## src/hw/rtl/erpr_pkg.sv

```systemverilog
// ----------------------------------------------------------------------------
// erpr_pkg
// Shared types and codes for the elimination tree row pattern reach block.
// ----------------------------------------------------------------------------
package erpr_pkg;

	// request codes carried on req_type
	localparam logic REQ_LOAD    = 1'b0;
	localparam logic REQ_NONZERO = 1'b1;

	// mark epoch tag: a node is marked when its tag equals the live epoch;
	// tag zero is what the sweep writes and is never live
	localparam int                 EPOCH_W     = 6;
	localparam logic [EPOCH_W-1:0] EPOCH_FIRST = EPOCH_W'(1);
	localparam logic [EPOCH_W-1:0] EPOCH_LAST  = {EPOCH_W{1'b1}};

	typedef enum logic [1:0] {
		ST_CLEAR,
		ST_IDLE,
		ST_WALK,
		ST_FLUSH
	} erpr_state_t;

endpackage

```

## src/hw/rtl/erpr_ram.sv

```systemverilog
// ----------------------------------------------------------------------------
// erpr_ram
// Generic single write port, single read port RAM with registered read data.
// ----------------------------------------------------------------------------
module erpr_ram #(
	parameter int WIDTH = 8,
	parameter int DEPTH = 64
) (
	input  logic                     clk,
	input  logic                     wr_en,
	input  logic [$clog2(DEPTH)-1:0] wr_addr,
	input  logic [WIDTH-1:0]         wr_data,
	input  logic                     rd_en,
	input  logic [$clog2(DEPTH)-1:0] rd_addr,
	output logic [WIDTH-1:0]         rd_data
);

	logic [WIDTH-1:0] mem_q [DEPTH];
	logic [WIDTH-1:0] rd_data_q;

	always_ff @(posedge clk) begin
		if (wr_en) begin
			mem_q[wr_addr] <= wr_data;
		end
		if (rd_en) begin
			rd_data_q <= mem_q[rd_addr];
		end
	end

	assign rd_data = rd_data_q;

endmodule

```

## src/hw/rtl/etree_row_pattern_reach_top.sv

```systemverilog
// ----------------------------------------------------------------------------
// etree_row_pattern_reach_top
// Row pattern of a sparse Cholesky factor by climbing the elimination tree.
// ----------------------------------------------------------------------------
//
//  channel  | handshake                  | beat contents
//  ---------+----------------------------+---------------------------------------
//  item     | item_valid / item_stall    | req_type, parent_slot, parent_value,
//           |                            | column_index, row_index,
//           |                            | first_in_column, last_in_column
//  result   | result_valid / result_stall| pattern_node, path_end, tree_error
//
//  A load beat writes one parent entry. A nonzero beat is accepted, then the walk
//  marks one node per step, plus a last step that either finds the marked node
//  ending the climb or flushes the last node after a root. A row above the column
//  starts no walk; for a row already marked the walk ends at its first step.
//  Each walk step reads the mark tag and parent of one node (registered-read RAMs);
//  a marked node is emitted once it is known whether it ends the path.
//  Marks clear by bumping the epoch tag. Reset, and every 63rd clear, sweeps the
//  mark RAM to zero, with item beats stalled. The parent RAM is
//  not cleared and must be loaded before it is walked.
//  A stall on the result side holds the walk where it stands; item beats are
//  stalled while a walk or a sweep is running.
//
module etree_row_pattern_reach_top
	import erpr_pkg::*;
#(
	parameter int NODES = 64
) (
	input  logic              clk,
	input  logic              arst_n,

	input  logic              item_valid,
	output logic              item_stall,
	input  logic              req_type,
	input  logic [5:0]        parent_slot,
	input  logic signed [6:0] parent_value,
	input  logic [5:0]        column_index,
	input  logic [5:0]        row_index,
	input  logic              first_in_column,
	input  logic              last_in_column,

	output logic              result_valid,
	input  logic              result_stall,
	output logic [5:0]        pattern_node,
	output logic              path_end,
	output logic              tree_error
);

	localparam int            NW      = $clog2(NODES);
	localparam logic [6:0]    NodesW  = 7'(NODES);
	localparam logic [NW-1:0] ClrLast = NW'(NODES - 1);

	// ------------------------------------------------------------------
	// state
	// ------------------------------------------------------------------
	erpr_state_t        state_q, state_d;
	logic [NW-1:0]      node_q, node_d;      // node whose tag and parent are read
	logic               last_q, last_d;      // clear marks when this walk ends
	logic [NW-1:0]      pend_q, pend_d;      // marked node not yet emitted
	logic               pend_v_q, pend_v_d;
	logic               fwd_q, fwd_d;        // node_q was marked as it was read
	logic [EPOCH_W-1:0] epoch_q, epoch_d;    // live mark tag
	logic [NW-1:0]      clr_q, clr_d;        // sweep address

	logic               out_valid_q;
	logic [5:0]         pattern_node_q;
	logic               path_end_q;
	logic               tree_error_q;

	// ------------------------------------------------------------------
	// parent table and mark tag RAMs, read at the same node
	// ------------------------------------------------------------------
	logic               par_wr_en;
	logic               mark_wr_en;
	logic [NW-1:0]      mark_wr_addr;
	logic [EPOCH_W-1:0] mark_wr_data;
	logic               rd_en;
	logic [NW-1:0]      rd_addr;
	logic [6:0]         parent_rd;
	logic [EPOCH_W-1:0] mark_rd;

	erpr_ram #(
		.WIDTH (7),
		.DEPTH (NODES)
	) u_parent_ram (
		.clk     (clk),
		.wr_en   (par_wr_en),
		.wr_addr (parent_slot[NW-1:0]),
		.wr_data (parent_value),
		.rd_en   (rd_en),
		.rd_addr (rd_addr),
		.rd_data (parent_rd)
	);

	erpr_ram #(
		.WIDTH (EPOCH_W),
		.DEPTH (NODES)
	) u_mark_ram (
		.clk     (clk),
		.wr_en   (mark_wr_en),
		.wr_addr (mark_wr_addr),
		.wr_data (mark_wr_data),
		.rd_en   (rd_en),
		.rd_addr (rd_addr),
		.rd_data (mark_rd)
	);

	// ------------------------------------------------------------------
	// decode of the incoming beat
	// ------------------------------------------------------------------
	logic          slot_ok;
	logic          col_ok;
	logic          row_ok;
	logic [NW-1:0] col_idx;
	logic [NW-1:0] row_idx;

	assign slot_ok = ({1'b0, parent_slot} < NodesW);
	assign col_ok  = ({1'b0, column_index} < NodesW);
	assign row_ok  = (row_index <= column_index) && ({1'b0, row_index} < NodesW);
	assign col_idx = column_index[NW-1:0];
	assign row_idx = row_index[NW-1:0];

	// ------------------------------------------------------------------
	// walk step: tag and parent of node_q are on the RAM outputs
	// ------------------------------------------------------------------
	logic          node_hit;   // node_q already marked
	logic          p_err;      // root or out-of-range parent
	logic [NW-1:0] p_idx;
	logic          out_free;
	logic          bump;       // clear the marks

	assign node_hit = (mark_rd == epoch_q) || fwd_q;
	assign p_err    = parent_rd[6] || (parent_rd >= NodesW);
	assign p_idx    = parent_rd[NW-1:0];
	assign out_free = !out_valid_q || !result_stall;

	logic       out_load;
	logic [5:0] out_node;
	logic       out_end;
	logic       out_err;

	always_comb begin
		state_d      = state_q;
		node_d       = node_q;
		last_d       = last_q;
		pend_d       = pend_q;
		pend_v_d     = pend_v_q;
		fwd_d        = fwd_q;
		epoch_d      = epoch_q;
		clr_d        = clr_q;
		par_wr_en    = 1'b0;
		mark_wr_en   = 1'b0;
		mark_wr_addr = node_q;
		mark_wr_data = epoch_q;
		rd_en        = 1'b0;
		rd_addr      = row_idx;
		out_load     = 1'b0;
		out_node     = 6'(pend_q);
		out_end      = 1'b0;
		out_err      = 1'b0;
		bump         = 1'b0;
		item_stall   = (state_q != ST_IDLE);

		case (state_q)
			ST_CLEAR: begin
				mark_wr_en   = 1'b1;
				mark_wr_addr = clr_q;
				mark_wr_data = '0;
				clr_d        = clr_q + 1'b1;
				if (clr_q == ClrLast) begin
					state_d = ST_IDLE;
				end
			end
			ST_IDLE: begin
				if (item_valid) begin
					if (req_type == REQ_LOAD) begin
						par_wr_en = slot_ok;
					end else begin
						if (first_in_column && col_ok) begin
							mark_wr_en   = 1'b1;
							mark_wr_addr = col_idx;
						end
						if (row_ok) begin
							// fetch tag and parent of the row node
							rd_en    = 1'b1;
							rd_addr  = row_idx;
							node_d   = row_idx;
							last_d   = last_in_column;
							pend_v_d = 1'b0;
							fwd_d    = first_in_column && col_ok && (col_idx == row_idx);
							state_d  = ST_WALK;
						end else begin
							bump = last_in_column;
						end
					end
				end
			end
			ST_WALK: begin
				if (out_free) begin
					if (node_hit) begin
						// climb met a marked node: the pending node closes the path
						out_load = pend_v_q;
						out_end  = 1'b1;
						state_d  = ST_IDLE;
						bump     = last_q;
					end else begin
						out_load     = pend_v_q;
						mark_wr_en   = 1'b1;
						mark_wr_addr = node_q;
						pend_d       = node_q;
						pend_v_d     = 1'b1;
						if (p_err) begin
							state_d = ST_FLUSH;
						end else begin
							// climb: fetch the parent's tag and parent
							rd_en   = 1'b1;
							rd_addr = p_idx;
							node_d  = p_idx;
							fwd_d   = (p_idx == node_q);
						end
					end
				end
			end
			ST_FLUSH: begin
				// root reached: last node carries the error
				if (out_free) begin
					out_load = 1'b1;
					out_end  = 1'b1;
					out_err  = 1'b1;
					state_d  = ST_IDLE;
					bump     = last_q;
				end
			end
			default: begin
				state_d = ST_IDLE;
			end
		endcase

		if (bump) begin
			if (epoch_q == EPOCH_LAST) begin
				// tags would wrap: sweep the mark RAM first
				epoch_d = EPOCH_FIRST;
				clr_d   = '0;
				state_d = ST_CLEAR;
			end else begin
				epoch_d = epoch_q + 1'b1;
			end
		end
	end

	always_ff @(posedge clk or negedge arst_n) begin
		if (!arst_n) begin
			state_q  <= ST_CLEAR;
			last_q   <= 1'b0;
			pend_v_q <= 1'b0;
			epoch_q  <= EPOCH_FIRST;
			clr_q    <= '0;
		end else begin
			state_q  <= state_d;
			last_q   <= last_d;
			pend_v_q <= pend_v_d;
			epoch_q  <= epoch_d;
			clr_q    <= clr_d;
		end
	end

	always_ff @(posedge clk) begin
		node_q <= node_d;
		pend_q <= pend_d;
		fwd_q  <= fwd_d;
	end

	// ------------------------------------------------------------------
	// result register
	// ------------------------------------------------------------------
	always_ff @(posedge clk or negedge arst_n) begin
		if (!arst_n) begin
			out_valid_q <= 1'b0;
		end else if (out_load) begin
			out_valid_q <= 1'b1;
		end else if (!result_stall) begin
			out_valid_q <= 1'b0;
		end
	end

	always_ff @(posedge clk) begin
		if (out_load) begin
			pattern_node_q <= out_node;
			path_end_q     <= out_end;
			tree_error_q   <= out_err;
		end
	end

	assign result_valid = out_valid_q;
	assign pattern_node = pattern_node_q;
	assign path_end     = path_end_q;
	assign tree_error   = tree_error_q;

`ifndef SYNTHESIS
	// an error result always closes its path
	a_err_ends_path: assert property (@(posedge clk) disable iff (!arst_n)
		(out_valid_q && tree_error_q) |-> path_end_q)
		else $error("tree_error without path_end");

	// a stalled result beat holds
	a_result_hold: assert property (@(posedge clk) disable iff (!arst_n)
		(out_valid_q && result_stall) |=>
		(out_valid_q && $stable(pattern_node_q) && $stable(path_end_q)))
		else $error("stalled result beat changed");

	// the flush always has a node to emit
	a_flush_pending: assert property (@(posedge clk) disable iff (!arst_n)
		(state_q == ST_FLUSH) |-> pend_v_q)
		else $error("flush without a pending node");

	// the swept tag is never live
	a_epoch_live: assert property (@(posedge clk) disable iff (!arst_n)
		epoch_q != '0)
		else $error("mark epoch is zero");
`endif

endmodule

```

## config.mk

```make
export PLATFORM = sky130hd
export DESIGN_NAME = etree_row_pattern_reach_top
export DESIGN_NICKNAME = d
export VERILOG_FILES = /design/src/hw/rtl/erpr_pkg.sv /design/src/hw/rtl/erpr_ram.sv /design/src/hw/rtl/etree_row_pattern_reach_top.sv
export SDC_FILE = /design/constraint.sdc
export NUM_CORES = 1
export LEC_CHECK = 0
export BUFFER_PORTS_ARGS = -buffer_cell sky130_fd_sc_hd__buf_2
export CAP_MARGIN = 20
export CELL_PAD_IN_SITES_DETAIL_PLACEMENT = 2
export CELL_PAD_IN_SITES_GLOBAL_PLACEMENT = 2
export CORE_MARGIN = 4
export CORE_UTILIZATION = 42
export CTS_CLUSTER_SIZE = 16
export DETAILED_ROUTE_END_ITERATION = 10
export PLACE_DENSITY = 0.77
export SYNTH_ARGS = -nofsm -noshare
export SYNTH_HDL_FRONTEND = slang
export SYNTH_SLANG_ARGS = --single-unit
export TNS_END_PERCENT = 10
```

## constraint.sdc

```tcl
create_clock -name clk -period 3.77 [get_ports clk]
set_input_delay 0.377 -clock clk [delete_from_list [all_inputs] [get_ports clk]]
set_output_delay 0.377 -clock clk [all_outputs]
set_load 0.01 [all_outputs]
```

* Yosys cells after proc, flatten, opt, wreduce, memory -nomap -nowiden
Memory sizes are Yosys's and may differ from the RTL's. A register that Yosys moved wholly into a read port is not among the register bits. Cells that the tools add are included.
Storage, ports and cells: register bits 38, RAM bits 832, input port bits 32, output and inout bits 10, logic and storage cells 126, memories kept 2
Memories:
- u_parent_ram.mem_q | words 64, bits a word 7, rd ports 1, clocked after Yosys merged registers in 1, wr ports 1, RTL line erpr_ram.sv:18 | logic [WIDTH-1:0] mem_q [DEPTH];
- u_mark_ram.mem_q | words 64, bits a word 6, rd ports 1, clocked after Yosys merged registers in 1, wr ports 1, RTL line erpr_ram.sv:18
Operators by class: add/subtract/negate cells 2, magnitude comparators 2, equal/unequal tests 16, mux-type cells 79, bitwise logic cells 1, reduce and logical (&&, ||, !) cells 12
Operators by type and width (number):
- 6-bit 2-to-1 mux | 18
- 1-bit 2-to-1 mux | 41
- 6-bit one-hot mux with 2 select lines | 2
- 2-bit 2-to-1 mux | 10
- 6-bit == test | 3
- 6-bit by 1-bit adder with 6-bit output (second input constant) | 2
- 6-bit == test (second input constant) | 2
- 2-bit != test (second input constant) | 6
- 1-bit one-hot mux with 2 select lines | 5
- 2-bit one-hot mux with 4 select lines | 1
- 7-bit >= comparator (second input constant) | 1
- 7-bit AND reduction | 1
- 6-bit <= comparator | 1
- 1-bit one-hot mux with 3 select lines | 2
- 6-bit AND reduction | 1
- 2-bit == test (second input constant) | 2
- 2-bit by 1-bit != test with 1-bit output (second input constant) | 2
- 4-bit AND reduction | 1
- 1-bit logical OR | 3
- 3-bit AND reduction | 1
- 2-bit by 1-bit == test with 1-bit output (second input constant) | 1
- 1-bit zero test | 2
- 2-bit zero test | 1
- 2-bit nonzero test | 1
- 2 further kinds | 2

* Depth between registers and ports, before layout
Gate-level depths: netlist (run 1).
depth in word-level cells 8, mapped depth 14, mapped depth without buffers 10

* Modules after synthesis
Synthesis (run 1) repeated with hierarchy kept, for this count alone.
Unflattened totals: cells, all modules 1775, area total of the unflattened synthesis 35426.5 um2
By module, submodules not included:
- erpr_ram at u_parent_ram | times used 1, cells an instance 827, area an instance 17705.7 um2, sequential area each 13663.1 um2
- erpr_ram at u_mark_ram | times used 1, cells an instance 719, area an instance 15287.2 um2, sequential area each 11711.2 um2
- etree_row_pattern_reach_top | times used 1, cells an instance 229, area an instance 2433.6 um2, sequential area each 1057.3 um2

* Least setup slack after synthesis (run 1)
Ideal clock, no wire load.
kind register to register, start reg state_q[1], end reg epoch_q[5], setup time 0.152 ns, arrival time 3.373 ns, required time 3.618 ns, setup slack 0.245 ns, cell stages (with the launch flop) 10, path buffers 2, clock period less this slack 3.525 ns, path through dfrtp_1 > inv_1 > ha_1 > clkbuf_1 > clkbuf_1 > nor2b_1 > nand3_1 > nor3_1 > xnor2_1 > nor2_1
On the way: longest elaborated chain between the ends 2, elaborated cells on any way between the ends 4, classes of those cells eq/ne: 3; mux: 1
RTL lines:
- start: declaration | RTL line etree_row_pattern_reach_top.sv:57 | erpr_state_t state_q, state_d;
- start signal: assignment | RTL line etree_row_pattern_reach_top.sv:260 | state_q <= state_d;
- 2-bit == test / 2-bit by 1-bit == test with 1-bit output (equally long branches) | RTL line etree_row_pattern_reach_top.sv:165 | case (state_q)
- 1-bit one-hot mux with 3 select lines (*) | RTL line etree_row_pattern_reach_top.sv:165
- end signal: assignment | RTL line etree_row_pattern_reach_top.sv:263 | epoch_q <= epoch_d;
- end: declaration | RTL line etree_row_pattern_reach_top.sv:63 | logic [EPOCH_W-1:0] epoch_q, epoch_d;
Mark *: on every way between the ends. The rest lies on a longest branch, timed or not. A chain may end at the register's enable or synchronous reset.

* Worst setup path after layout (run 1)
start reg state_q[1], end mem u_mark_ram.mem_q[52][5] (netlist name) (enable)
On the way: longest elaborated chain between the ends 4, elaborated cells on any way between the ends 7, classes of those cells eq/ne: 2; mux: 4; reduce/logical: 1
RTL lines:
- 2-bit == test (tied with other cells) | RTL line etree_row_pattern_reach_top.sv:165
- 1-bit one-hot mux with 3 select lines | RTL line etree_row_pattern_reach_top.sv:165
- 1-bit 2-to-1 mux | RTL line erpr_ram.sv:22 | if (wr_en) begin
- 1-bit 2-to-1 mux (not written as such) | RTL line erpr_ram.sv:23 | mem_q[wr_addr] <= wr_data;
- end: declaration | RTL line erpr_ram.sv:18
Parallel ways exist; a longest one is shown, timed or not.

==> impl_metrics.ini, run 1 <==
[timing]
tightest_slew_ns = 1.08
fmax_mhz = 258
slew_viol_final = 0
rsz0062_at_grt = true
relSlewSlack_pct = 28.1
setup_viol = 92
clock_skew_ns = 0.0456
fin_crit_ns = 3.87
fin_crit_sh_pct = 103
hold_violations = 0
fin_ws_ns = -0.100

[clocking]
insertion_delay_ns = 0.68
cts.clk_slew.worst_paths_ns = 0.06
cts.htree.levels = 3
clock-sinks = 883
numCtsBuffers = 94
cts_buffer_depth = 3
cts_tree = built
cts-root-buf = clkbuf_16

[global_route]
track_usage_pct = 30.8
grt_overflow = 0
grt_pass1_vias = 28000
antenna_found_initial = 2
grt_max_degree = 100
grt_pass1_wl_mm = 204

[pwr]
static-leakage-power_nw = 14.0
ir_worst_vdd_mv = 0.445
combPwrFrac_pct = 5.4
internal_power_mw = 16.5
switchingPower_mw = 4.94
p_sw_share_pct = 23.1
total_power_mw = 21.4
power-per-cell-area_mw_per_mm2 = 495
seqPwrFrac_pct = 49.9
power_frac_clock_pct = 44.6

[synth]
synth_compound_area_share_pct = 11.3
synth_nets = 2627
syn_inst = 2582
synthSimpleGateAreaFrac_pct = 11.6
synth-edff-count = 866
synth_top_family_by_area = simple AND/OR/NAND/NOR gates
netlist_area_mm2 = 0.0364
synth_top_area_share_pct = 71.5
yosys.cell_types.count = 71
yosys_warnings = 0
syn_avg_cell_area_um2 = 14.1
synth_area_leader_cell = edfxtp_1
synthMuxAreaShare_pct = 0.802
seq_area_frac_synth_pct = 72.7
synthFlopType = edfxtp_1
synth-seq-cells = 883
synth_fa_ha_area_share_pct = 0.447
ys_top_cells_by_area = edfxtp_1, a211oi_1, nand2_1
async_flop_share_pct = 1.93
synth_xor_xnor_area_share_pct = 0.482

[placed_design]
portBuffers = 41
dp_cells = 3742
hpwl_mm = 82.6
placed_area_mm2 = 0.0389
gp_congestion = 0.826
dp_slack_ns = -0.286

[setup_path]
critical_path.max_stage_delay_ns = 0.57
regToRegSetupSlack_ns = -0.10
r2r_start = state_q[1]
start_kind = flop
crit_path_cell_trace = inv_1 > ha_1 > and3_1 > and2_1 > a21oi_1 > a222oi_1 > buf_4 > nor2b_1 > nand2b_4 > nor2_2
required_ns = 4.09
slowest_stage = a222oi_1
critPathArrivalTime_ns = 4.19
r2r_end = u_mark_ram.mem_q[52][5]
worst-setup-path-type = reg -> reg
reg2reg_depth = 10
cp_max_fo = 11
critPathCaptureType = flop

[run]
maxCapViolations = 0

[floorplan]
boundaryPins = 42
core_area_mm2 = 0.0855
die-area_mm2 = 0.0913
die_x_um = 302
die_y_um = 302
rows = 107
start_util_pct = 42.5

[route]
drc_errors = 0
drtAntennaViolNets = 0
drtIter0Drc = 3012
vias = 25900
wire_per_inst_um = 36.8
vias_per_cell = 6.60
wl_mm = 145
dr.pass1.iters = 6

[final_layout]
final_cells = 3934
antenna_cells = 0
nets = 2762
area_growth_pct = 19.1
mostFrequentLayoutCells = edfxtp_1, nand2_1, and3_1, buf_4, a211oi_1
post-route-util_pct = 50.6
drive_gt1_share_pct = 20.0
final_area_mm2 = 0.0433
layout.cells.most_common = edfxtp_1

[min_path]
hold_path_class = in -> reg
hold_start = result_stall
min_to = result_valid
hold-path-cell-count = 3

[outcome]
outcome = finished with violations
violations = setup timing
cell type report:
type / instances / area [um^2]
Clock buffer: 122 / 2530
Clock inverter: 47 / 537
Fill cell: 7768 / 42300
Inverter: 22 / 82.6
Multi-Input combinational cell: 1476 / 10100
Sequential cell: 883 / 26400
Tap cell: 1144 / 1430
Timing Repair Buffer: 240 / 2220
cell usage after synthesis (all sizes together) (32+ instances only):
master and instances:
buf 91, nand3 112, nand2 277, nor4 32
edfxtp 866, a311oi 35, a31oi 39, a211oi 157
o211ai 73, nor2 159, a221oi 56, and3 163
clkbuf 111, a21oi 104
flip-flops by register name, summed over array words and instances, names as in the netlist:
name,flops
clr_q,6
u_parent_ram.rd_data,7
tree_error,1
state_q,2
pattern_node,6
u_mark_ram.mem_q,384
last_q,1
result_valid,1
u_parent_ram.mem_q,448
fwd_q,1
epoch_q,6
path_end,1
pend_v_q,1
out_node,6
node_q,6
u_mark_ram.rd_data,6
worst max-delay path, delay by kind of cell, from the launching register on:
family                   cells  cell delay (ns)
AND/OR/NAND/NOR              5             1.62
flip-flops                   1             0.46
buffers and inverters        2             0.46
AO/OA/AOI/OAI                2             0.72
adder cells (fa/ha/maj)      1             0.24
through the flow:
step	hold slack, ns	setup TNS (ns)
floorplan	0.0814	0
global placement	0.326	-0.592
detailed placement	0.343	-1.71
CTS	0.0193	-1.44
global route	0.0668	-34.41
finish	0.0644	-3.69
power groups by stage:
stage          combinational (mW)  clock (mW)  sequential, mW
2_1_floorplan               0.486           0            10.9
5_1_grt                      1.21        10.1            10.7
3_3_place_gp                0.951           0            10.9
4_1_cts                      1.10        9.64            10.7
6_report                     1.17        9.56            10.7
3_5_place_dp                 1.01           0            10.9
routing by layer:
layer	vias up	routed length [um]	global-route usage, %
met2	1393	73600	53.6
li1	10500	-	-
met3	419	10500	5.91
met4	0	8140	15.6
met5	-	0	0
met1	13700	52600	36.6
cell families after synthesis:
group / Yosys count
AO/OA/AOI/OAI: 559
XOR/XNOR: 20
adder cells (fa/ha/maj): 13
buffers and inverters: 224
flip-flops: 883
multiplexers: 28
AND/OR/NAND/NOR: 855
how the worst max path moves through the flow:
stage          depth (start not counted)                       to       start  slack [ns]
2_1_floorplan                          9               epoch_q[5]  state_q[1]        0.24
3_3_place_gp                          14  u_parent_ram.rd_data[2]  state_q[0]       -0.23
3_5_place_dp                          14  u_parent_ram.rd_data[2]  state_q[0]       -0.29
4_1_cts                               10  u_mark_ram.mem_q[36][1]  state_q[1]       -0.05
5_1_grt                               11  u_mark_ram.mem_q[57][0]  state_q[1]       -0.21
6_report                              10  u_mark_ram.mem_q[52][5]  state_q[1]       -0.10
timing repair:
item                                    in CTS  in global routing
buffers inserted                            11                  3
endpoints found under the hold margin       18                  0
pin swaps                                    6                  4
endpoints found under the setup margin     140                296
gates cloned                                 3                  2
hold buffers                                 2                  0
gates resized for setup                     74                127
No activity file was read; power rests on OpenSTA's default activity.
==> run 2: changes to the inputs <==
Settings changed: ABC_AREA set to 0, SETUP_SLACK_MARGIN set to 0.02.
==> impl_metrics.ini, run 2 (synthesized netlist as in run 1, its figures left out) <==
[outcome]
outcome = finished with violations
violations = setup timing

[pwr]
ir_worst_vdd_mv = 0.444
static-leakage-power_nw = 14.1
power-per-cell-area_mw_per_mm2 = 496
total_power_mw = 21.5

[final_layout]
layout.cells.most_common = edfxtp_1
final_area_mm2 = 0.0435
regMostFlops = u_parent_ram.mem_q
drive_gt1_share_pct = 20.6
nets = 2772
area_growth_pct = 19.5
mostFrequentLayoutCells = edfxtp_1, nand2_1, and3_1, buf_4, a211oi_1
largest_register_ffs = 448

[clocking]
cts_tree = built
cts.clk_slew.worst_paths_ns = 0.07
cts-root-buf = clkbuf_16
clock-sinks = 883
cts.htree.levels = 3
insertion_delay_ns = 0.69
numCtsBuffers = 94
cts_buffer_depth = 3

[timing]
setup_viol = 60
fin_crit_sh_pct = 105
fin_crit_ns = 3.94
hold_violations = 0
rsz0062_at_grt = true
tightest_slew_ns = 1.10
relSlewSlack_pct = 26.9
whs_ns = 0.0663
fin_ws_ns = -0.172
slew_viol_final = 0
fmax_mhz = 254
clock_skew_ns = 0.0497

[setup_path]
critPathCaptureType = flop
critPathArrivalTime_ns = 4.30
critical_path.max_stage_delay_ns = 0.44
required_ns = 4.13
cp_max_fo = 45
slowest_stage = dfrtp_2
crit_path_cell_trace = inv_2 > ha_2 > a21bo_4 > or3_4 > a22oi_4 > buf_12 > nand2_8 > buf_12 > buf_12 > buf_4 > a21oi_1 > a221oi_1 > a31oi_1 > nand4_1
crit_top_cell = buf_12
reg2reg_depth = 14
worst-setup-path-type = reg -> reg
start_kind = flop

[floorplan]
die-area_mm2 = 0.0913
start_util_pct = 42.5
core_area_mm2 = 0.0855
die_x_um = 302
rows = 107
boundaryPins = 42
die_y_um = 302

[global_route]
grt_pass1_wl_mm = 208
grt_pass1_vias = 28100
track_usage_pct = 31.3
grt_max_degree = 100
antenna_found_initial = 1
grt_overflow = 0

[route]
wire_per_inst_um = 38.3
drtIter0Drc = 2957
vias = 26500
drc_errors = 0
dr.pass1.iters = 6
wl_mm = 151
drtAntennaViolNets = 0
vias_per_cell = 6.73

[run]
maxCapViolations = 0

[placed_design]
placed_area_mm2 = 0.0389
portBuffers = 41
hpwl_mm = 82.6
gp_congestion = 0.826

[min_path]
hold_path_class = in -> reg
hold-path-cell-count = 3
[run 2: cell count changes in the layout (fill, tap and decap cells not counted), moves of 3 or more]
cell      delta
nor2_2       -9
nor2_4       +6
nor4b_2      +6
a211oi_2     +5
nor4b_1      -5
a211oi_1     -4
buf_6        +4
buf_12       +3
buf_16       +3
nor2_1       +3
[run 2: final cells by class]
type	instances	area, um^2
antenna	1	2.50
clock inverter	47	537
timing repair buffer	250	2360
inverter	22	82.6
fill	7808	42100
tap	1144	1430
clock buffer	122	2530
sequential	883	26400
multi-input combinational	1476	10100
[run 2: final timing paths]
kind | slack [ns] | startpoint | end
setup reg to reg | -0.17 | state_q[0] | u_mark_ram.rd_data[4]
max in group asynchronous | 3.12 | arst_n | state_q[0]
setup / recovery | -0.17 | state_q[0] | u_mark_ram.rd_data[4]
min in group asynchronous | 0.24 | arst_n | state_q[1]
hold reg to reg | 0.40 | out_node[3] | pattern_node[3]
hold / removal | 0.07 | result_stall | result_valid
[run 2: through the flow]
step	util (%)	std cells	TNS [ns]	worst slack (ns)
detailed placement	45.5	3742	-1.71	-0.286
finish	50.8	3945	-4.28	-0.172
global placement	45.5	3742	-0.592	-0.230
CTS	49.8	3933	-1.40	-0.0505
global route	50.8	3944	-9.96	-0.189
floorplan	-	2582	0	0.245
[run 2: power breakdown]
part	total [mW]	internal (mW)	switching [mW]	leakage (nW)
logic	1.20	0.363	0.836	4.96
registers	10.7	10.7	0.0000000000000000663	7.66
clock network	9.65	5.43	4.22	1.50
[run 2: repair_timing]
action | 4_1_cts | 5_1_grt
gates resized for setup | 58 | 160
setup endpoints to repair | 163 | 323
cloned | 3 | 1
pin swaps | 6 | 8
hold buffers | 2 | 0
buffers inserted | 17 | 8
endpoints found under the hold margin | 18 | 0
[run 2: worst max-delay path, delay by kind of cell (launching register included)]
kind | cells | cell delay [ns]
buffers and inverters | 5 | 0.89
adders and majority gates | 1 | 0.21
AOI/OAI and AO/OA | 5 | 1.34
and+or+nand+nor | 3 | 0.71
DFF | 1 | 0.44
[run 2: metal layers]
layer | GRT usage [%] | vias to the layer above | share of wire, %
met1 | 37.4 | 13900 | 36
li1 | - | 10500 | -
met3 | 5.05 | 501 | 7.3
met5 | 0 | - | 0
met2 | 54.9 | 1634 | 51
met4 | 15.8 | 0 | 6.4
